### config.mk
export PLATFORM = sky130hd
export DESIGN_NAME = polled_timer_list
export DESIGN_NICKNAME = d
export VERILOG_FILES = /design/src/design/ptl_pkg.sv /design/src/design/polled_timer_list.sv /design/src/design/ptl_ram.sv /design/src/design/ptl_datapath.sv /design/src/design/ptl_ctrl.sv
export SDC_FILE = /design/constraint.sdc
export NUM_CORES = 1
export LEC_CHECK = 0
export ABC_CLOCK_PERIOD_IN_PS = 11550
export BUFFER_PORTS_ARGS = -buffer_cell sky130_fd_sc_hd__buf_2
export CAP_MARGIN = 20
export CORE_ASPECT_RATIO = 0.6
export CORE_UTILIZATION = 45
export CTS_CLUSTER_SIZE = 14
export DETAILED_ROUTE_END_ITERATION = 8
export GPL_ROUTABILITY_DRIVEN = 1
export PLACE_DENSITY = 0.58
export SKIP_CTS_REPAIR_TIMING = 1
export SLEW_MARGIN = 20
export SYNTH_ARGS = -nofsm -noshare
export SYNTH_HDL_FRONTEND = slang
export SYNTH_SLANG_ARGS = --single-unit
### constraint.sdc
create_clock -name clk_i -period 11.55 [get_ports clk_i]
set_input_delay 0 -clock clk_i [delete_from_list [all_inputs] [get_ports clk_i]]
set_output_delay 0 -clock clk_i [all_outputs]
set_load 0.01 [all_outputs]
### src/design/ptl_pkg.sv
// ----------------------------------------------------------------------------
// Polled timer list package
// Shared field widths, result kinds, the stored entry layout and the
// command and status bundles between the controller and the datapath.
// ----------------------------------------------------------------------------
package ptl_pkg;

  localparam int unsigned TimeW = 32;
  localparam int unsigned TagW  = 8;
  localparam int unsigned KindW = 2;

  typedef enum logic [KindW-1:0] {
    KIND_REGISTERED = 2'd0,
    KIND_REJECTED   = 2'd1,
    KIND_FIRED      = 2'd2,
    KIND_NONE       = 2'd3
  } kind_e;

  typedef enum logic {
    REQ_REGISTER = 1'b0,
    REQ_POLL     = 1'b1
  } req_e;

  typedef struct packed {
    logic [TimeW-1:0] start;
    logic [TimeW-1:0] ivl;
    logic             rep;
    logic [TagW-1:0]  tag;
  } entry_t;

  typedef struct packed {
    logic reg_item;
    logic poll_begin;
    logic walk;
    logic finish;
  } ctl_cmd_t;

  typedef struct packed {
    logic walk_done;
  } ctl_stat_t;

endpackage

### src/design/polled_timer_list.sv
// ----------------------------------------------------------------------------
// Polled timer list
// An ordered list of software timers, each one-shot or repeating.
// Raise start_i with the item fields while busy_o is low; the item is taken
// at that clock edge. A register item appends a timer started at now_i, or
// is rejected when the list is full. A poll item checks every timer against
// now_i, reports each one that is due (or a none result), advances repeating
// timers by one interval and removes one-shot timers, closing up the list.
// Results appear on kind_o, fired_tag_o and last_o for one cycle with
// strobe_o high; last_o marks the final result of an item. The receiver
// cannot hold results off and must take each one as it comes.
// A register item gives its result in the cycle after it is taken and the next
// item may follow immediately. A poll keeps busy_o high while it reads each
// timer once through the single read port of the entry memory; its final
// result appears as busy_o falls.
// Reset empties the list; no clearing pass is needed.
// ----------------------------------------------------------------------------
module polled_timer_list #(
  parameter int unsigned MaxTimers = 16
) (
  input  logic                       clk_i,
  input  logic                       rst_ni,
  input  logic                       start_i,
  output logic                       busy_o,
  input  logic                       req_type_i,
  input  logic [ptl_pkg::TimeW-1:0]  now_i,
  input  logic [ptl_pkg::TimeW-1:0]  interval_i,
  input  logic                       repeat_mode_i,
  input  logic [ptl_pkg::TagW-1:0]   event_tag_i,
  output logic                       strobe_o,
  output logic [ptl_pkg::KindW-1:0]  kind_o,
  output logic [ptl_pkg::TagW-1:0]   fired_tag_o,
  output logic                       last_o
);
  import ptl_pkg::*;

  ctl_cmd_t  cmd;
  ctl_stat_t stat;

  ptl_ctrl u_ctrl (
    .clk_i     (clk_i),
    .rst_ni    (rst_ni),
    .start_i   (start_i),
    .req_type_i(req_type_i),
    .stat_i    (stat),
    .cmd_o     (cmd),
    .busy_o    (busy_o)
  );

  ptl_datapath #(
    .MaxTimers(MaxTimers)
  ) u_datapath (
    .clk_i        (clk_i),
    .rst_ni       (rst_ni),
    .cmd_i        (cmd),
    .stat_o       (stat),
    .now_i        (now_i),
    .interval_i   (interval_i),
    .repeat_mode_i(repeat_mode_i),
    .event_tag_i  (event_tag_i),
    .strobe_o     (strobe_o),
    .kind_o       (kind_o),
    .fired_tag_o  (fired_tag_o),
    .last_o       (last_o)
  );

endmodule

### src/design/ptl_ram.sv
// ----------------------------------------------------------------------------
// Polled timer list RAM
// Generic single-write, single-read memory with a registered read port.
// ----------------------------------------------------------------------------
module ptl_ram #(
  parameter int unsigned Width = 8,
  parameter int unsigned Depth = 16,
  parameter int unsigned AddrW = (Depth > 1) ? $clog2(Depth) : 1
) (
  input  logic             clk_i,
  input  logic             we_i,
  input  logic [AddrW-1:0] waddr_i,
  input  logic [Width-1:0] wdata_i,
  input  logic [AddrW-1:0] raddr_i,
  output logic [Width-1:0] rdata_o
);

  logic [Width-1:0] mem_q [Depth];

  always_ff @(posedge clk_i) begin
    if (we_i) begin
      mem_q[waddr_i] <= wdata_i;
    end
    rdata_o <= mem_q[raddr_i];
  end

endmodule

### src/design/ptl_datapath.sv
// ----------------------------------------------------------------------------
// Polled timer list datapath
// Holds the entry memory, the fill count, the walk pointers and the result
// register. A poll reads one entry per cycle and writes kept entries back
// at the compacted position, holding one fired tag back to mark the last one.
// ----------------------------------------------------------------------------
module ptl_datapath #(
  parameter int unsigned MaxTimers = 16
) (
  input  logic                       clk_i,
  input  logic                       rst_ni,
  input  ptl_pkg::ctl_cmd_t          cmd_i,
  output ptl_pkg::ctl_stat_t         stat_o,
  input  logic [ptl_pkg::TimeW-1:0]  now_i,
  input  logic [ptl_pkg::TimeW-1:0]  interval_i,
  input  logic                       repeat_mode_i,
  input  logic [ptl_pkg::TagW-1:0]   event_tag_i,
  output logic                       strobe_o,
  output logic [ptl_pkg::KindW-1:0]  kind_o,
  output logic [ptl_pkg::TagW-1:0]   fired_tag_o,
  output logic                       last_o
);
  import ptl_pkg::*;

  localparam int unsigned CntW  = $clog2(MaxTimers + 1);
  localparam int unsigned AddrW = (MaxTimers > 1) ? $clog2(MaxTimers) : 1;

  logic [CntW-1:0]  count_q, count_d;
  logic [CntW-1:0]  rd_idx_q, rd_idx_d;
  logic [CntW-1:0]  wr_idx_q, wr_idx_d;
  logic             ev_q, ev_d;
  logic             pend_q, pend_d;
  logic [TagW-1:0]  pend_tag_q, pend_tag_d;
  logic [TimeW-1:0] now_q, now_d;
  logic             strobe_q, strobe_d;
  kind_e            kind_q, kind_d;
  logic [TagW-1:0]  tag_q, tag_d;
  logic             last_q, last_d;

  logic             we;
  logic [AddrW-1:0] waddr;
  entry_t           wdata;
  entry_t           rdata;
  logic [TimeW:0]   due;
  logic             fire;
  entry_t           upd;

  ptl_ram #(
    .Width($bits(entry_t)),
    .Depth(MaxTimers),
    .AddrW(AddrW)
  ) u_ram (
    .clk_i  (clk_i),
    .we_i   (we),
    .waddr_i(waddr),
    .wdata_i(wdata),
    .raddr_i(rd_idx_q[AddrW-1:0]),
    .rdata_o(rdata)
  );

  assign due  = {1'b0, rdata.start} + {1'b0, rdata.ivl};
  assign fire = ({1'b0, now_q} >= due);

  always_comb begin
    upd = rdata;
    if (fire && rdata.rep) begin
      upd.start = due[TimeW] ? {TimeW{1'b1}} : due[TimeW-1:0];
    end
  end

  assign stat_o.walk_done = !ev_q && (rd_idx_q == count_q);

  always_comb begin
    count_d    = count_q;
    rd_idx_d   = rd_idx_q;
    wr_idx_d   = wr_idx_q;
    ev_d       = ev_q;
    pend_d     = pend_q;
    pend_tag_d = pend_tag_q;
    now_d      = now_q;
    strobe_d   = 1'b0;
    kind_d     = kind_q;
    tag_d      = tag_q;
    last_d     = last_q;
    we         = 1'b0;
    waddr      = count_q[AddrW-1:0];
    wdata      = upd;

    if (cmd_i.reg_item) begin
      strobe_d = 1'b1;
      tag_d    = '0;
      last_d   = 1'b1;
      if (count_q < CntW'(MaxTimers)) begin
        we          = 1'b1;
        waddr       = count_q[AddrW-1:0];
        wdata.start = now_i;
        wdata.ivl   = interval_i;
        wdata.rep   = repeat_mode_i;
        wdata.tag   = event_tag_i;
        count_d     = count_q + CntW'(1);
        kind_d      = KIND_REGISTERED;
      end else begin
        kind_d = KIND_REJECTED;
      end
    end

    if (cmd_i.poll_begin) begin
      now_d    = now_i;
      rd_idx_d = '0;
      wr_idx_d = '0;
      ev_d     = 1'b0;
      pend_d   = 1'b0;
    end

    if (cmd_i.walk) begin
      ev_d = (rd_idx_q < count_q);
      if (rd_idx_q < count_q) begin
        rd_idx_d = rd_idx_q + CntW'(1);
      end
      if (ev_q) begin
        if (fire) begin
          if (pend_q) begin
            strobe_d = 1'b1;
            kind_d   = KIND_FIRED;
            tag_d    = pend_tag_q;
            last_d   = 1'b0;
          end
          pend_d     = 1'b1;
          pend_tag_d = rdata.tag;
        end
        if (!fire || rdata.rep) begin
          we       = 1'b1;
          waddr    = wr_idx_q[AddrW-1:0];
          wdata    = upd;
          wr_idx_d = wr_idx_q + CntW'(1);
        end
      end
    end

    if (cmd_i.finish) begin
      count_d  = wr_idx_q;
      strobe_d = 1'b1;
      last_d   = 1'b1;
      if (pend_q) begin
        kind_d = KIND_FIRED;
        tag_d  = pend_tag_q;
      end else begin
        kind_d = KIND_NONE;
        tag_d  = '0;
      end
    end
  end

  always_ff @(posedge clk_i or negedge rst_ni) begin
    if (!rst_ni) begin
      count_q  <= '0;
      rd_idx_q <= '0;
      wr_idx_q <= '0;
      ev_q     <= 1'b0;
      pend_q   <= 1'b0;
      strobe_q <= 1'b0;
    end else begin
      count_q  <= count_d;
      rd_idx_q <= rd_idx_d;
      wr_idx_q <= wr_idx_d;
      ev_q     <= ev_d;
      pend_q   <= pend_d;
      strobe_q <= strobe_d;
    end
  end

  always_ff @(posedge clk_i) begin
    pend_tag_q <= pend_tag_d;
    now_q      <= now_d;
    kind_q     <= kind_d;
    tag_q      <= tag_d;
    last_q     <= last_d;
  end

  assign strobe_o    = strobe_q;
  assign kind_o      = kind_q;
  assign fired_tag_o = tag_q;
  assign last_o      = last_q;

endmodule

### src/design/ptl_ctrl.sv
// ----------------------------------------------------------------------------
// Polled timer list controller
// Takes new items, issues a one-cycle register command or runs the poll
// walk until the datapath reports that every entry has been evaluated.
// ----------------------------------------------------------------------------
module ptl_ctrl (
  input  logic               clk_i,
  input  logic               rst_ni,
  input  logic               start_i,
  input  logic               req_type_i,
  input  ptl_pkg::ctl_stat_t stat_i,
  output ptl_pkg::ctl_cmd_t  cmd_o,
  output logic               busy_o
);
  import ptl_pkg::*;

  typedef enum logic [1:0] {
    ST_IDLE = 2'b01,
    ST_WALK = 2'b10
  } state_e;

  state_e state_q, state_d;

  always_comb begin
    state_d = state_q;
    cmd_o   = '0;
    case (state_q)
      ST_IDLE: begin
        if (start_i) begin
          if (req_type_i == REQ_POLL) begin
            cmd_o.poll_begin = 1'b1;
            state_d          = ST_WALK;
          end else begin
            cmd_o.reg_item = 1'b1;
          end
        end
      end
      ST_WALK: begin
        cmd_o.walk = 1'b1;
        if (stat_i.walk_done) begin
          cmd_o.finish = 1'b1;
          state_d      = ST_IDLE;
        end
      end
      default: begin
        state_d = ST_IDLE;
      end
    endcase
  end

  always_ff @(posedge clk_i or negedge rst_ni) begin
    if (!rst_ni) begin
      state_q <= ST_IDLE;
    end else begin
      state_q <= state_d;
    end
  end

  assign busy_o = (state_q != ST_IDLE);

endmodule

# Word-level counts from Yosys, hierarchy flattened
# Memories as Yosys holds them, arrays and structs flattened. A register that Yosys moved wholly into a read port is not among the register bits.
# Index checks and enable logic that the tools add are counted.
# classes
add_sub_neg,4
order_cmp,3
eq_ne,7
mux,69
n_reduce_logical,11
# ops
op,n
two-way mux 73 bit,5
two-way mux 32 bit,2
two-way mux 8 bit,7
two-way mux 5 bit,10
adder 32 x 32 -> 33 bit,1
greater-or-equal comparator 32 x 33 -> 1 bit,1
two-way mux 1 bit,29
two-way mux 2 bit,12
adder 5 x 1 -> 5 bit (second input constant),3
two-way mux 4 bit,3
!= test 2 bit (second input constant),3
AND reduction 3 bit,2
nonzero test 2 bit,3
== test 5 bit,1
less-than comparator 5 bit,1
less-than comparator 5 bit (second input constant),1
one-hot mux 2 bit (2 select lines),1
== test 2 x 1 -> 1 bit (second input constant),1
== test 2 bit (second input constant),1
logical AND 1 bit,2
zero test 1 bit,2
!= test 2 x 1 -> 1 bit (second input constant),1
AND reduction 2 bit,1
logical OR 1 bit,1
# word_totals
reg_bits,71
ramBits,1168
in_bits,77
word_cells,107
n_memories,1
# memory_table
memory,depth,width,rd,rd_clocked_by_memory_dff,wr,line,text
u_datapath.u_ram.mem_q,16,73,1,1,1,ptl_ram.sv:18,logic [Width-1:0] mem_q [Depth];

# Logic depth before layout (Yosys ltp)
# Gate-level depths: netlist of run 1.
# logic_depth
word_depth,9
ltp_mapped,23
depth_no_buf,20

# Cells and area by module
# From an unflattened synthesis of run 1, not the netlist that was laid out.
# unflattened
hier_cells,2573
area_unflattened_um2,51856.0
# modules_own_cells
mod,instances,cells_each,area_per_inst_um2,seq_area_each_um2
ptl_ram,1,1875,45127.0,36535.0
ptl_datapath,1,687,6610.1,1871.8
ptl_ctrl,1,11,118.9,51.3

# Worst setup path before layout of run 1
# No wires, ideal clock.
# synth_timing
kind,reg2reg
startpoint,register u_datapath.u_ram.rdata_o[9] (read register of u_datapath.u_ram.mem_q)
endpoint,"memory u_datapath.u_ram.mem_q[15][0] (netlist bit), enable pin"
setup_ps,616
arrival_ps,9611
path_slack_ps,1323
path_stages_with_launch,21
period_less_slack_ps,10227
path_cell_list,dfxtp_1 -> ha_1 -> fa_1 -> a211oi_2 -> o21ai_2 -> o31ai_4 -> a21boi_1 -> a221o_1 -> a211oi_2 -> nor2_1 -> xnor2_1 -> ha_1 -> a21oi_1 -> o21ai_0 -> a211oi_1 -> nor2_1 -> o311a_1 -> o21ai_0 -> o211ai_1 -> buf_2 -> o32ai_1
# synth_between
elab_chain_cells,9
word_cells_on_any_way,12
# synth_rtl
item,line,text
start: declaration,ptl_ram.sv:15,output logic [Width-1:0] rdata_o
adder 32 x 32 -> 33 bit *,ptl_datapath.sv:61,"assign due = {1'b0, rdata.start} + {1'b0, rdata.ivl};"
greater-or-equal comparator 32 x 33 -> 1 bit *,ptl_datapath.sv:62,"assign fire = ({1'b0, now_q} >= due);"
zero test 1 bit *,ptl_datapath.sv:131,if (!fire || rdata.rep) begin
logical OR 1 bit *,ptl_datapath.sv:131,
two-way mux 1 bit,ptl_datapath.sv:131,
two-way mux 1 bit,ptl_datapath.sv:120,if (ev_q) begin
two-way mux 1 bit,ptl_datapath.sv:115,if (cmd_i.walk) begin
two-way mux 1 bit,ptl_ram.sv:21,if (we_i) begin
two-way mux 1 bit (not written as such),ptl_ram.sv:22,mem_q[waddr_i] <= wdata_i;
end: declaration,ptl_ram.sv:18,
# Every way passes the cells marked *; elsewhere a longest branch is shown, timed or not.

# Final worst setup path of run 1
# layout_timing
startpoint,register u_datapath.u_ram.rdata_o[9] (read register of u_datapath.u_ram.mem_q)
endpoint,"memory u_datapath.u_ram.mem_q[11][66] (netlist bit), enable pin"
# Same word-level chain as after synthesis.

==> results.md, run 1 <==
* Final Cycle Share at 66.9%
* IO Port Bufs at 89
* Setup WS pre-CTS at a little under 4 ns
* Area leader, netlist: edfxtp_1
* Synth cell types at 71
* Drt first pass iters at 5
* Area Growth Syn to Fin at 13.4%
* Cell Rows at 95
* Final slew viol count at 0
* Cells after synthesis at 2504
* RSZ-0062 raised after global routing: false
* Gate power share at 23.3%
* Final setup margin at 3.82 ns
* Overall power at 13.3 mW
* Commonest cells in the netlist: edfxtp_1 (1208), mux4_2 (365), nand2_1 (201), dfxtp_1 (84), clkbuf_1 (76)
* Nets at 2839
* Root buffer cell: clkbuf_16
* Num Clock Sinks at 1312
* DR WL/cell at 29.3 um
* Fmax achieved at 129 MHz
* Ranking of synthesized cells by area: edfxtp_1 (70%), mux4_2 (16%), dfxtp_1 (3.3%), ha_1 (1.7%), nand2_1 (1.5%)
* Fillers at a little under 9000
* Initial antenna violation count at 2
* Pwr per Cell Area at 227 nW/um2
* WL final at 126000 um
* Largest net degree at the start of global routing at 106
* Worst-margin pin slew at between 1 and 1.5 ns
* Relative slew margins at 27.2%
* Vias in the first global route at around 26000
* Clk_lat worst skew at 0.74 ns
* Starting DRC count in detailed routing at 2509
* Initial Utilization at a little under half
* Sum Neg Setup Slack at 0 ns
* Flop pwr share at 47.3%
* Core region area at 113000 um2
* Crit Path Max Fanout at 42
* Multi-input logic area at 12800 um2
* DP HPWL at ~73000 um
* Status: finished with violations
* Final hold violation count at 29
* Synth top area share at 70.4%
* Switch Pwr at 3.86 mW
* Global placer's final weighted congestion at 0.865
* Worst Setup Start Kind: flop
* Global routing's busiest layer: met1
* Avg Inst Size Synth at 20.6 um2
* Antenna Cells at 0
* GR Overflow Total at 0
* Share of layout cells above drive strength 1 at 25.6%
* Most common cell in the synthesized netlist: edfxtp_1
* Mapped Nets at 2654
* Int Power at 9.40 mW
* Req. time, crit path at approximately 12 ns
* CP max stage cell: nor3b_1
* Vias per inst at a little under 6
* Clock power share at between 20% and 30%
* CP cell instances: ha_1 > fa_1 > a211oi_2 > o21ai_2 > o31ai_4 > a21boi_1 > a221o_1 > a211oi_2 > nor2_1 > xnor2_1 > ha_1 > a21oi_1 > o21ai_0 > a211oi_1 > nor2_1 > o311a_1 > o21ai_0 > o211ai_1 > buf_4 > nor3b_1 > a31o_4 > buf_4
* Ys Warns at 0
* Post-Syn Area at ~52000 um2
* CP endpoint kind: flop
* Routing usage on met1 at 33.6%
* Crit path time final at 7.73 ns
* Peak supply drop at around 0.14 mV
* Sw frac at 29.1%
* Post-synthesis async set-or-reset flop share at under 10%
* Drc violations at 0
* Met2 GRT Util at 33.2%
* Met3 usage at 4.45%
* Part of the Yosys area used for sequential elements at 74.6%
* Number of synthesized flops with an enable pin at 1208
* Hold Crit Class: in2reg
* Static leakage at around 19 nW
* Hold slack at -0.0205 ns
* GRT Overall Usage at 22.0%
* Dominant synthesized flop cell: edfxtp_1
* Setup-failing EPs final at 0
* #FFs+latches synth at 1312
* Vias post-DR at 25500
* H-tree levels at 3
* TritonCTS clock tree: done
* Ports at 90
* Crit path DAT at between 8 and 9 ns
* CP max stage delay at around 0.85 ns
* Longest Clk Path Bufs at 3
* Die ar. at 116000 um2
* Area occupied by registers at 38500 um2
* Failing checks: negative hold slack
* First-pass GRT wire length at ~180000 um
* Worst-path clk slew at about 0.060 ns
* Max-Cap Viols at 0
* Die H at 264 um
* Die W at 439 um
* Setup Skew at 0.0224 ns
* CTS buffer count at between 100 and 150
* CP Class: reg2reg
* Final antenna-violating net count at 0
per-stage QoR:
stage / cell area [um2] / hold WS [ns] / std cells / util [%]
2_1_floorplan: 51600 / -0.296 / 2504 / -
3_3_place_gp: 54100 / 0.00707 / 4020 / 48.0
3_5_place_dp: 54100 / 0.0164 / 4021 / 48.0
4_1_cts: 57900 / -0.795 / 4240 / 51.4
5_1_grt: 58500 / 0.00187 / 4292 / 51.8
6_report: 58500 / -0.0205 / 4292 / 51.8
cell usage in the layout (no fill, tap or decap), types with 10 or more instances in the layout:
| master | synthesis | layout |
|---|---|---|
| mux4_2 | 365 | 365 |
| nor2_1 | 32 | 31 |
| or3_1 | 20 | 20 |
| clkbuf_1 | 76 | 33 |
| xnor2_1 | 19 | 19 |
| buf_4 | 0 | 44 |
| a211oi_1 | 10 | 10 |
| edfxtp_1 | 1208 | 1208 |
| o211ai_1 | 13 | 13 |
| ha_1 | 72 | 72 |
| dfxtp_1 | 84 | 84 |
| dlygate4sd3_1 | 0 | 47 |
| xor2_1 | 13 | 13 |
| nor3_1 | 14 | 14 |
| bufinv_16 | 0 | 11 |
| dfrtp_1 | 19 | 15 |
| inv_1 | 28 | 28 |
| nand3_1 | 58 | 58 |
| o21ai_0 | 35 | 35 |
| clkinv_2 | 0 | 17 |
| buf_2 | 9 | 89 |
| nand2_1 | 201 | 199 |
| clkbuf_16 | 0 | 118 |
| nand4_1 | 10 | 10 |
| clkinv_1 | 0 | 25 |
| a21oi_1 | 48 | 46 |
routing by layer:
layer  wire, um  vias up
met5         36        -
met4       1940        6
met3       8350      157
met2      57700      889
met1      57900    13700
li1           -    10800
worst paths after layout:
path | start | to | slack [ns] | cells past startpoint
worst max-delay path | u_datapath.u_ram.rdata_o[9] | u_datapath.u_ram.mem_q[11][66] | 3.82 | 22
worst min-delay path | event_tag_i[1] | u_datapath.u_ram.mem_q[6][1] | -0.02 | 3
worst max register to register | u_datapath.u_ram.rdata_o[9] | u_datapath.u_ram.mem_q[11][66] | 3.82 | 22
worst min register to register | u_datapath.u_ram.rdata_o[3] | u_datapath.pend_tag_q[3] | 0.44 | 0
max in group asynchronous | rst_ni | u_datapath.rd_idx_q[0] | 11.00 | 4
min in group asynchronous | rst_ni | u_datapath.wr_idx_q[3] | 0.38 | 4
state kept, by name, indices dropped and copies added (netlist names):
name                      cells
u_datapath.ev_q               1
u_datapath.count_q            5
u_datapath.pend_q             1
u_datapath.now_q             32
u_datapath.u_ram.mem_q     1168
u_datapath.u_ram.rdata_o     73
u_datapath.pend_tag_q         8
u_datapath.last_o             1
u_datapath.rd_idx_q           5
u_datapath.wr_idx_q           5
u_datapath.fired_tag_o        8
u_ctrl.state_q                2
u_datapath.kind_o             2
u_datapath.strobe_o           1
layout make-up:
cell class | count | share of cell area (%)
Inverter | 28 | 0.180
Sequential cell | 1312 | 65.8
Clock inverter | 61 | 1.06
Clock buffer | 158 | 5.43
Timing Repair Buffer | 191 | 2.48
Tap cell | 1503 | 3.22
Multi-Input combinational cell | 1039 | 21.9
cell families after synthesis:
kind of cell / after synthesis / share of synthesized area, %
muxes: 371 / 16.1
xor gates and xnor gates: 32 / 0.544
AOI/OAI and AO/OA: 198 / 2.69
and+or+nand+nor: 365 / 3.16
adders and majority gates: 73 / 1.79
DFF: 1312 / 74.6
buffers and inverters: 153 / 1.17
worst max-delay path, delay by kind of cell (launching register included):
family	cells	cell delay, ns
flip-flops	1	0.32
buffers and inverters	2	1.02
XOR/XNOR	1	0.22
AND/OR/NAND/NOR	3	1.05
AO/OA/AOI/OAI	13	3.70
adder cells (fa/ha/maj)	3	0.98
power by group through the flow:
stage | clock network, mW | registers (mW) | logic (mW)
after CTS | 3.97 | 6.27 | 3.07
after global placement | 0 | 6.36 | 2.97
after detailed placement | 0 | 6.37 | 3.06
after global routing | 4.16 | 6.29 | 3.38
final | 3.90 | 6.27 | 3.09
after floorplan | 0 | 6.25 | 2.14
Note: power is estimated with default switching activity, not from simulation.
==> run 2: changes to the inputs <==
--- a/config.mk
+++ b/config.mk
@@ -5,7 +5,8 @@
 export SDC_FILE = /design/constraint.sdc
 export NUM_CORES = 1
 export LEC_CHECK = 0
-export ABC_CLOCK_PERIOD_IN_PS = 11550
+export ABC_AREA = 1
+export ABC_CLOCK_PERIOD_IN_PS = 7300
 export BUFFER_PORTS_ARGS = -buffer_cell sky130_fd_sc_hd__buf_2
 export CAP_MARGIN = 20
 export CORE_ASPECT_RATIO = 0.6
==> constraint.sdc (replaced) <==
create_clock -name clk_i -period 7.3 [get_ports clk_i]
set_input_delay 0 -clock clk_i [delete_from_list [all_inputs] [get_ports clk_i]]
set_output_delay 0 -clock clk_i [all_outputs]
set_load 0.01 [all_outputs]
==> run 2 against run 1 <==
Compared with the run above: the flow now finishes without violations; worst hold slack improved by 0.053 ns; largest cell class unchanged; via count rose by 28%; largest power group unchanged; fmax is 19% higher; clock-buffer cell count grew 24.
==> results.md, run 2 <==
* Crit Path Max Fanout at 17 (was 42)
* Hold slack at 0.0327 ns (was -0.0205 ns)
* Number of synthesized flops with an enable pin at 1208 (unchanged)
* Flop pwr share at 43.5% (was 47.3%)
* Vias in the first global route at 30100 (was 26000)
* Ranking of synthesized cells by area: edfxtp_1 (68%), mux2i_1 (4.6%), o221ai_1 (4.1%), o21ai_0 (3.4%), nor2_1 (3.3%) (was edfxtp_1 (70%), mux4_2 (16%), dfxtp_1 (3.3%), ha_1 (1.7%), nand2_1 (1.5%))
* Relative slew margins at 21.6% (was 27.2%)
* IO Port Bufs at 89 (unchanged)
* Reg2reg end: u_datapath.u_ram.mem_q[14][54] (was u_datapath.u_ram.mem_q[11][66])
* Avg Inst Size Synth at 13.9 um2 (was 20.6 um2)
* Most flops, register: u_datapath.u_ram.mem_q (unchanged)
* Hold_sp: now_i[15] (was event_tag_i[1])
* Area leader, netlist: edfxtp_1 (unchanged)
* Mapped Nets at 3973 (was 2654)
* Area Growth Syn to Fin at 12.8% (was 13.4%)
* Cell Rows at 97 (was 95)
* Root buffer cell: clkbuf_16 (unchanged)
* Pwr per Cell Area at 414 nW/um2 (was 227 nW/um2)
* Clk_lat worst skew at 0.74 ns (about the same)
* Max reg flops at 1168 (unchanged)
* Drc violations at 0 (unchanged)
* Cells after synthesis at 3823 (was 2504)
* Most common cell after layout, fill and taps aside: edfxtp_1 (unchanged)
* Reg2reg path depth at 32 (was 22)
* Nets at 4081 (was 2839)
* Ys Warns at 0 (unchanged)
* TritonCTS clock tree: done (unchanged)
* Commonest cells in the netlist: edfxtp_1 (1208), nor2_1 (470), o21ai_0 (360), nand2_1 (345), o221ai_1 (246) (was edfxtp_1 (1208), mux4_2 (365), nand2_1 (201), dfxtp_1 (84), clkbuf_1 (76))
* Setup Skew at 0.0341 ns (was 0.0224 ns)
* Worst-margin pin slew at 1.18 ns (was 1.09 ns)
* Drt first pass iters at 6 (was 5)
* Top flop regs: u_datapath.u_ram.mem_q x1168, u_datapath.u_ram.rdata_o x73, u_datapath.now_q x32 (unchanged)
* Area occupied by registers at 38500 um2 (unchanged)
* Most frequent cells in the layout: edfxtp_1 (1208), nor2_1 (453), o21ai_0 (360) (was edfxtp_1 (1208), mux4_2 (365), nand2_1 (199))
* Clock power share at 24.1% (was 29.4%)
* WL final at 145000 um (was 126000 um)
* Final Util at 51.3% (was 51.8%)
* Longest Clk Path Bufs at 3 (unchanged)
* Worst reg2reg setup slack at 0.82 ns (was 3.82 ns)
* Global routing's busiest layer: met1 (unchanged)
* Part of the Yosys area used for sequential elements at 72.4% (was 74.6%)
* Worst-path clk slew at 0.07 ns (was 0.06 ns)
* Die H at 268 um (was 264 um)
* Ports at 90 (unchanged)
* Peak supply drop at 0.245 mV (was 0.142 mV)
* Global placer's final weighted congestion at 0.906 (was 0.865)
* Synth cell types at 57 (was 71)
* Post-synthesis async set-or-reset flop share at 1.52% (unchanged)
* Int Power at 15.8 mW (was 9.40 mW)
* GRT Overall Usage at 24.2% (was 22.0%)
* Worst Setup Start Kind: flop (unchanged)
* Met2 GRT Util at 33.4% (was 33.2%)
* Post-Syn Area at 53100 um2 (was 51600 um2)
* Final slew viol count at 0 (unchanged)
* RSZ-0062 raised after global routing: false (unchanged)
* H-tree levels at 3 (unchanged)
* First-pass GRT wire length at 212000 um (was 184000 um)
* Max-Cap Viols at 0 (unchanged)
* Status: finished, final reports clean (was finished with violations)
* Initial antenna violation count at 9 (was 2)
* DR WL/cell at 25.9 um (was 29.3 um)
* Crit path time final at 6.48 ns (was 7.73 ns)
* Die ar. at 120000 um2 (was 116000 um2)
* Share of layout cells above drive strength 1 at 9.97% (was 25.6%)
* CTS buffer count at 116 (was 117)
* Gate power share at 32.5% (was 23.3%)
* Fillers at 9829 (was 8839)
* Switch Pwr at 9.01 mW (was 3.86 mW)
* CP Class: reg2reg (unchanged)
* Most common cell in the synthesized netlist: edfxtp_1 (unchanged)
* Setup-failing EPs final at 0 (unchanged)
* Num Clock Sinks at 1312 (unchanged)
* WHS Path Cells at 2 (was 3)
* Crit path DAT at 6.86 ns (was 8.08 ns)
* CP endpoint kind: flop (unchanged)
* Initial Utilization at 45.5% (was 45.7%)
* Worst R2R Start: u_datapath.u_ram.rdata_o[9] (unchanged)
* Die W at 446 um (was 439 um)
* Sw frac at 36.3% (was 29.1%)
* CP max stage delay at 0.60 ns (was 0.85 ns)
* CP max stage cell: nor2_4 (was nor3b_1)
* Final antenna-violating net count at 0 (unchanged)
* Sum Neg Setup Slack at 0 ns (unchanged)
* Routing usage on met1 at 39.3% (was 33.6%)
* #FFs+latches synth at 1312 (unchanged)
* Vias post-DR at 32700 (was 25500)
* Largest net degree at the start of global routing at 226 (was 106)
* Starting DRC count in detailed routing at 4052 (was 2509)
* Final Cycle Share at 88.8% (was 66.9%)
* Dominant synthesized flop cell: edfxtp_1 (unchanged)
* DP HPWL at 81000 um (was 72800 um)
* Req. time, crit path at 7.68 ns (was 11.90 ns)
* Met3 usage at 4.59% (was 4.45%)
* GR Overflow Total at 0 (unchanged)
* Synth top area share at 68.3% (was 70.4%)
* Core region area at 117000 um2 (was 113000 um2)
* Final hold violation count at 0 (was 29)
* Multi-input logic area at 13500 um2 (was 12800 um2)
* Static leakage at 19.6 nW (was 18.6 nW)
* Vias per inst at 5.82 (was 5.94)
* Fmax achieved at 154 MHz (was 129 MHz)
* Crit path top cell by count: nand2_1
* Hold Crit Class: in2reg (unchanged)
* WHS Endpoint: u_datapath.now_q[15] (was u_datapath.u_ram.mem_q[6][1])
-- run 2: worst max-delay path: cells and delay by family (launching register included) --
kind,cells,cell delay (ns)
simple gates,19,2.51
fa+ha+maj,3,0.96
buf+inv,3,0.61
flops,1,0.32
xor+xnor,1,0.37
compound gates,6,1.33
-- run 2: area by class of cell --
class,instances,share of cell area (%)
antenna,1,0.00418
clock buffer,182,5.56
clock inverter,37,0.495
inverter,93,0.603
multi-input combinational,2180,22.6
sequential,1312,64.2
tap,1584,3.31
timing repair buffer,228,3.28
-- run 2: cell families (layout without fill, tap and decap cells) --
| logic type | count (synthesis) | in the layout | synth area share (%) |
|---|---|---|---|
| AO/OA/AOI/OAI | 808 | 808 | 10.1 |
| XOR/XNOR | 32 | 32 | 0.527 |
| adder cells (fa/ha/maj) | 73 | 73 | 1.73 |
| buffers and inverters | 331 | 540 | 2.44 |
| flip-flops | 1312 | 1312 | 72.4 |
| multiplexers | 272 | 272 | 5.19 |
| other | 0 | 1 | 0 |
| AND/OR/NAND/NOR | 995 | 995 | 7.62 |
-- run 2: how the worst max path moves through the flow --
| stage | end | slack [ns] | startpoint | cells past startpoint |
|---|---|---|---|---|
| 2_1_floorplan | u_datapath.u_ram.mem_q[13][0] | 0.13 | u_datapath.u_ram.rdata_o[9] | 32 |
| 3_3_place_gp | u_datapath.u_ram.mem_q[15][40] | 1.07 | u_datapath.u_ram.rdata_o[12] | 31 |
| 3_5_place_dp | u_datapath.u_ram.mem_q[15][40] | 1.0 | u_datapath.u_ram.rdata_o[9] | 32 |
| 4_1_cts | u_datapath.u_ram.mem_q[15][67] | 0.95 | u_datapath.u_ram.rdata_o[9] | 32 |
| 5_1_grt | u_datapath.u_ram.mem_q[0][68] | 0.29 | u_datapath.u_ram.rdata_o[9] | 30 |
| 6_report | u_datapath.u_ram.mem_q[14][54] | 0.82 | u_datapath.u_ram.rdata_o[9] | 32 |
-- run 2: power groups by stage --
stage	combinational [mW]	clock (mW)	sequential [mW]
after floorplan	5.26	0	10.6
after global placement	7.93	0	10.9
after detailed placement	7.91	0	10.9
after CTS	7.94	6.07	10.8
after global routing	8.86	6.36	10.8
final	8.06	5.98	10.8
-- run 2: stage by stage --
step	worst slack, ns	cells	total power, mW	cell area (um2)
floorplan	0.126	3823	15.9	53100
global placement	1.07	5332	18.9	55700
detailed placement	0.997	5332	18.9	55700
CTS	0.955	5551	24.8	59300
global route	0.292	5617	26.0	59900
finish	0.820	5617	24.8	59900
-- run 2: layer usage --
| layer | vias up | routed length, um |
|---|---|---|
| li1 | 14800 | - |
| met1 | 16500 | 71000 |
| met2 | 1341 | 59800 |
| met3 | 145 | 12200 |
| met4 | 2 | 2330 |
| met5 | - | 18 |
